[src/hw/rtl/ais_pkg.sv]
// package for the ascending integer sorter
// shared constants, the controller state type and the per-cell control word
package ais_pkg;

    localparam int CAPACITY = 64;
    localparam int DATA_W   = 32;

    typedef enum logic {
        ST_COLLECT,
        ST_DRAIN
    } state_t;

    // control broadcast to every cell of the chain
    typedef struct packed {
        logic insert;
        logic shift_out;
    } cell_ctrl_t;

endpackage

[src/hw/rtl/ais_cell.sv]
// one cell of the sorting chain: holds one integer and its occupied bit
// depends on ais_pkg
module ais_cell (
    input  logic                                aclk,
    input  logic                                aresetn,
    input  ais_pkg::cell_ctrl_t                 ctrl,
    input  logic signed [ais_pkg::DATA_W-1:0]   new_value,
    input  logic signed [ais_pkg::DATA_W-1:0]   left_value,
    input  logic                                left_lt,
    input  logic                                left_occ,
    input  logic signed [ais_pkg::DATA_W-1:0]   right_value,
    input  logic                                right_occ,
    output logic signed [ais_pkg::DATA_W-1:0]   value,
    output logic                                lt,
    output logic                                occ
);
    import ais_pkg::*;

    logic signed [DATA_W-1:0] value_reg, value_next;
    logic                     occ_reg, occ_next;

    // new word belongs at or before this cell
    assign lt = !occ_reg || (new_value < value_reg);

    // insert shifts the tail right, drain shifts everything left
    always_comb begin
        value_next = value_reg;
        occ_next   = occ_reg;
        if (ctrl.shift_out) begin
            value_next = right_value;
            occ_next   = right_occ;
        end else if (ctrl.insert) begin
            if (lt) begin
                value_next = left_lt ? left_value : new_value;
            end
            occ_next = occ_reg | left_occ;
        end
    end

    always_ff @(posedge aclk) begin
        if (!aresetn) begin
            occ_reg <= 1'b0;
        end else begin
            occ_reg <= occ_next;
        end
    end

    always_ff @(posedge aclk) begin
        value_reg <= value_next;
    end

    assign value = value_reg;
    assign occ   = occ_reg;

endmodule

[config.mk]
export PLATFORM = sky130hd
export DESIGN_NAME = ais_cell
export DESIGN_NICKNAME = d
export VERILOG_FILES = /design/src/hw/rtl/ais_pkg.sv /design/src/hw/rtl/ais_cell.sv
export SDC_FILE = /design/constraint.sdc
export NUM_CORES = 1
export LEC_CHECK = 0
export ABC_AREA = 1
export BUFFER_PORTS_ARGS = -buffer_cell sky130_fd_sc_hd__buf_2
export CAP_MARGIN = 0
export CORE_MARGIN = 2
export CORE_UTILIZATION = 41
export DETAILED_ROUTE_END_ITERATION = 12
export GPL_TIMING_DRIVEN = 0
export HOLD_SLACK_MARGIN = 0.06
export MAX_ROUTING_LAYER = met4
export PLACE_DENSITY = 0.89
export SLEW_MARGIN = 20
export SYNTH_ARGS = -nofsm -noshare
export SYNTH_HDL_FRONTEND = slang
export SYNTH_SLANG_ARGS = --single-unit
[constraint.sdc]
create_clock -name aclk -period 2.3 [get_ports aclk]
set_input_delay 0.345 -clock aclk [delete_from_list [all_inputs] [get_ports aclk]]
set_output_delay 0.345 -clock aclk [all_outputs]
set_load 0.005 [all_outputs]
==> impl_metrics.env <==
export IMPL_coreArea_um2=5890
export IMPL_start_kind="flop"
export IMPL_wl_per_cell_um=13.3
export IMPL_area_growth_synth_to_final_pct=36.6
export IMPL_min_to="occ"
export IMPL_cpMaxStageDelayCell="edfxtp_1"
export IMPL_route_detailed_drc=0
export IMPL_clock_power_share_pct=26.3
export IMPL_slew_headroom_pct=56.5
export IMPL_hold_depth=3
export IMPL_r2r_cells=13
export IMPL_numClockSinks=33
export IMPL_h_tree_depth=2
export IMPL_hp_class="input pin to flop"
export IMPL_p_leak_nw=1.78
export IMPL_timing_critical_path_mode_cell="nand2_2"
export IMPL_hp_start="aresetn"
export IMPL_drt_wl_total_um=7160
export IMPL_path_clk_slew_ns=0.07
export IMPL_largest_reg_flops=32
export IMPL_synth_area_leaders="edfxtp_1, a21oi_1, ha_1"
export IMPL_clockBufferDepth=2
export IMPL_nFillCells=579
export IMPL_ys_seq_area_share_pct=39.6
export IMPL_dp_hpwl_um=5680
export IMPL_p_int_mw=1.22
export IMPL_pwr_share_comb_pct=29.9
export IMPL_vdd_ir_drop_max_v=0.000260
export IMPL_period_share_pct=99.1
export IMPL_crit_type="flop to primary output"
export IMPL_critPathMaxFanout=2
export IMPL_multi_input_area_um2=1330
export IMPL_fin_worst_skew_ns=0.00872
export IMPL_status="finished, final reports clean"
export IMPL_grt_first_pass_wirelength_um=11000
export IMPL_grt_overflow_total=0
export IMPL_finalHoldViolCount=0
export IMPL_yosysTopAreaCell="edfxtp_1"
export IMPL_antenna_found_initial=0
export IMPL_yosys_warnings=0
export IMPL_rsz0062_at_grt="yes"
export IMPL_seqCellArea_um2=981
export IMPL_critPathArrivalTime_ns=1.93
export IMPL_hold_worst_slack_ns=0.303
export IMPL_vias=2673
export IMPL_io_buffers=134
export IMPL_die_area_um2=6680
export IMPL_switching_share_pct=30.6
export IMPL_ant_nets=0
export IMPL_finalSetupViolCount=0
export IMPL_die_height_um=81.7
export IMPL_cts_root_buf="clkbuf_8"
export IMPL_pwr_share_seq_pct=43.8
export IMPL_fmax_mhz=439
export IMPL_rr_startpoint="value[5]"
export IMPL_path_cells="inv_2 -> ha_4 -> a21oi_2 -> nor2_2 -> nor3_2 -> nand2_1 -> nand2_1 -> nand2_2 -> nand2_2 -> nand2_2 -> nand2_2 -> nand3_2 -> buf_6"
export IMPL_drive_gt1_share_pct=34.0
export IMPL_clk_latency_ns=0.28
export IMPL_globalRouteTotalUtil_pct=22.3
export IMPL_via_per_inst=4.98
export IMPL_postCtsSetupRepairBufs=0
export IMPL_synth_area_per_cell_um2=7.74
export IMPL_io_pins=137
export IMPL_r2r_end="value[17]"
export IMPL_grt_max_degree=33
export IMPL_cp_required_ns=1.96
export IMPL_initial_utilization_pct=42.1
export IMPL_worst_pin_slew_ns=0.653
export IMPL_drt_iter0_markers=106
export IMPL_ys_ff_latch=33
export IMPL_critical_path_top_delay_family="simple AND/OR/NAND/NOR gates"
export IMPL_antenna_diode_count=0
export IMPL_cts_tree="done"
export IMPL_ff2ff_setup_slack_ns=0.07
export IMPL_place_congestion=0.906
export IMPL_final_nets=595
export IMPL_syn_cell_area_um2=2480
export IMPL_maxCapViolCount=0
export IMPL_slowest_delay_ns=0.42
export IMPL_switchingPower_mw=0.538
export IMPL_period_minus_slack_ns=2.28
export IMPL_cts_buffers_inserted=5
export IMPL_rows=28
export IMPL_synth_cells=320
export IMPL_path_buf_inv=2
export IMPL_first_pass_iters=6
export IMPL_grt_pass1_vias=2617
export IMPL_die_w_um=81.7
export IMPL_synth_top_cell_area_share_pct=38.8
export IMPL_p_total_mw=1.75
export IMPL_end_kind="primary output"
export IMPL_ys_types=18
export IMPL_syn_nets=454
export IMPL_power_density_nw_per_um2=519
export IMPL_drv_slew=0
repair_timing:
item / in CTS / in global routing
gates cloned: 0 / 0
hold buffers: 0 / 0
pin swaps: 4 / 8
hold endpoints to repair: 0 / 0
gates resized for setup: 5 / 6
endpoints found under the setup margin: 33 / 33
per-layer routing:
metal  up-vias  global-route usage, %  share of wire, %  routed length, um
met2       110                   39.9                52               3700
met3        14                   4.40               6.0                430
met4         0                   7.83               2.1                153
li1       1349                      -                 -                  -
met1      1200                   24.6                40               2870
met5         -                      -                 0                  0
worst min-delay path, stage by stage:
cell,delay (ns)
buf_2,0.10
o21ai_0,0.06
a21oi_1,0.04
final cells by class:
class	instances	area share (%)
sequential	33	29.0
multi-input combinational	231	39.2
buffer	14	1.66
tap	75	2.77
inverter	42	4.66
timing repair buffer	134	20.0
clock buffer	8	2.66
kinds of logic (layout without fill, tap and decap cells):
logic type / after synthesis / count (layout) / synth area share [%]
adders and majority gates: 31 / 31 / 15.7
buffers and inverters: 56 / 198 / 8.64
and+or+nand+nor: 114 / 114 / 18.3
AOI/OAI and AO/OA: 86 / 86 / 17.8
DFF: 33 / 33 / 39.6
worst max path at each step:
stage | start | endpoint | slack (ns) | depth (start not counted)
after global placement | new_value[5] | value[13] | -0.25 | 13
after CTS | value[5] | lt | 0.005 | 13
after global routing | value[5] | lt | -0.14 | 13
after detailed placement | new_value[5] | value[12] | -0.33 | 13
final | value[5] | lt | 0.02 | 13
after floorplan | value[21] | value[0] | 0.12 | 11
power by group through the flow:
stage               registers [mW]  clock network [mW]  logic [mW]
global placement             0.776                   0       0.488
finish                       0.768               0.462       0.524
detailed placement           0.782                   0       0.506
CTS                          0.768               0.477       0.518
global route                 0.775               0.505       0.602
floorplan                    0.785                   0       0.269
stage by stage:
| stage | utilization [%] | setup TNS (ns) | instance area (um2) | instances | setup WS, ns |
|---|---|---|---|---|---|
| 3_5_place_dp | 55.1 | -10.65 | 3240 | 529 | -0.334 |
| 5_1_grt | 57.5 | -3.30 | 3380 | 537 | -0.140 |
| 4_1_cts | 57.1 | 0 | 3360 | 537 | 0.00536 |
| 2_1_floorplan | - | 0 | 2480 | 320 | 0.118 |
| 3_3_place_gp | 55.1 | -7.92 | 3240 | 529 | -0.249 |
| 6_report | 57.5 | 0 | 3380 | 537 | 0.0211 |
synth_stat cells:
| library cell | count |
|---|---|
| a21oi_1 | 78 |
| nand2_1 | 66 |
| inv_1 | 41 |
| nor2_1 | 41 |
| edfxtp_1 | 32 |
| ha_1 | 31 |
| clkbuf_1 | 11 |
| o21ai_0 | 4 |
| buf_2 | 3 |
| nand3_1 | 3 |
| a21oi_2 | 2 |
| nor3_2 | 2 |
| clkinv_1 | 1 |
| dfxtp_1 | 1 |
| nand3_2 | 1 |
| nand4_1 | 1 |
| o21a_1 | 1 |
| o21ai_1 | 1 |
layout by cell type, fill, tap and decap left out, types with 4 or more instances in the layout:
| cell type | count |
|---|---|
| edfxtp_1 | 32 |
| clkbuf_8 | 6 |
| nor2_1 | 40 |
| nand2_1 | 61 |
| inv_1 | 40 |
| o21ai_0 | 4 |
| a21oi_1 | 77 |
| nand2_2 | 4 |
| clkbuf_1 | 13 |
| buf_2 | 136 |
| ha_1 | 30 |
Note: power is estimated with default switching activity, not from simulation.
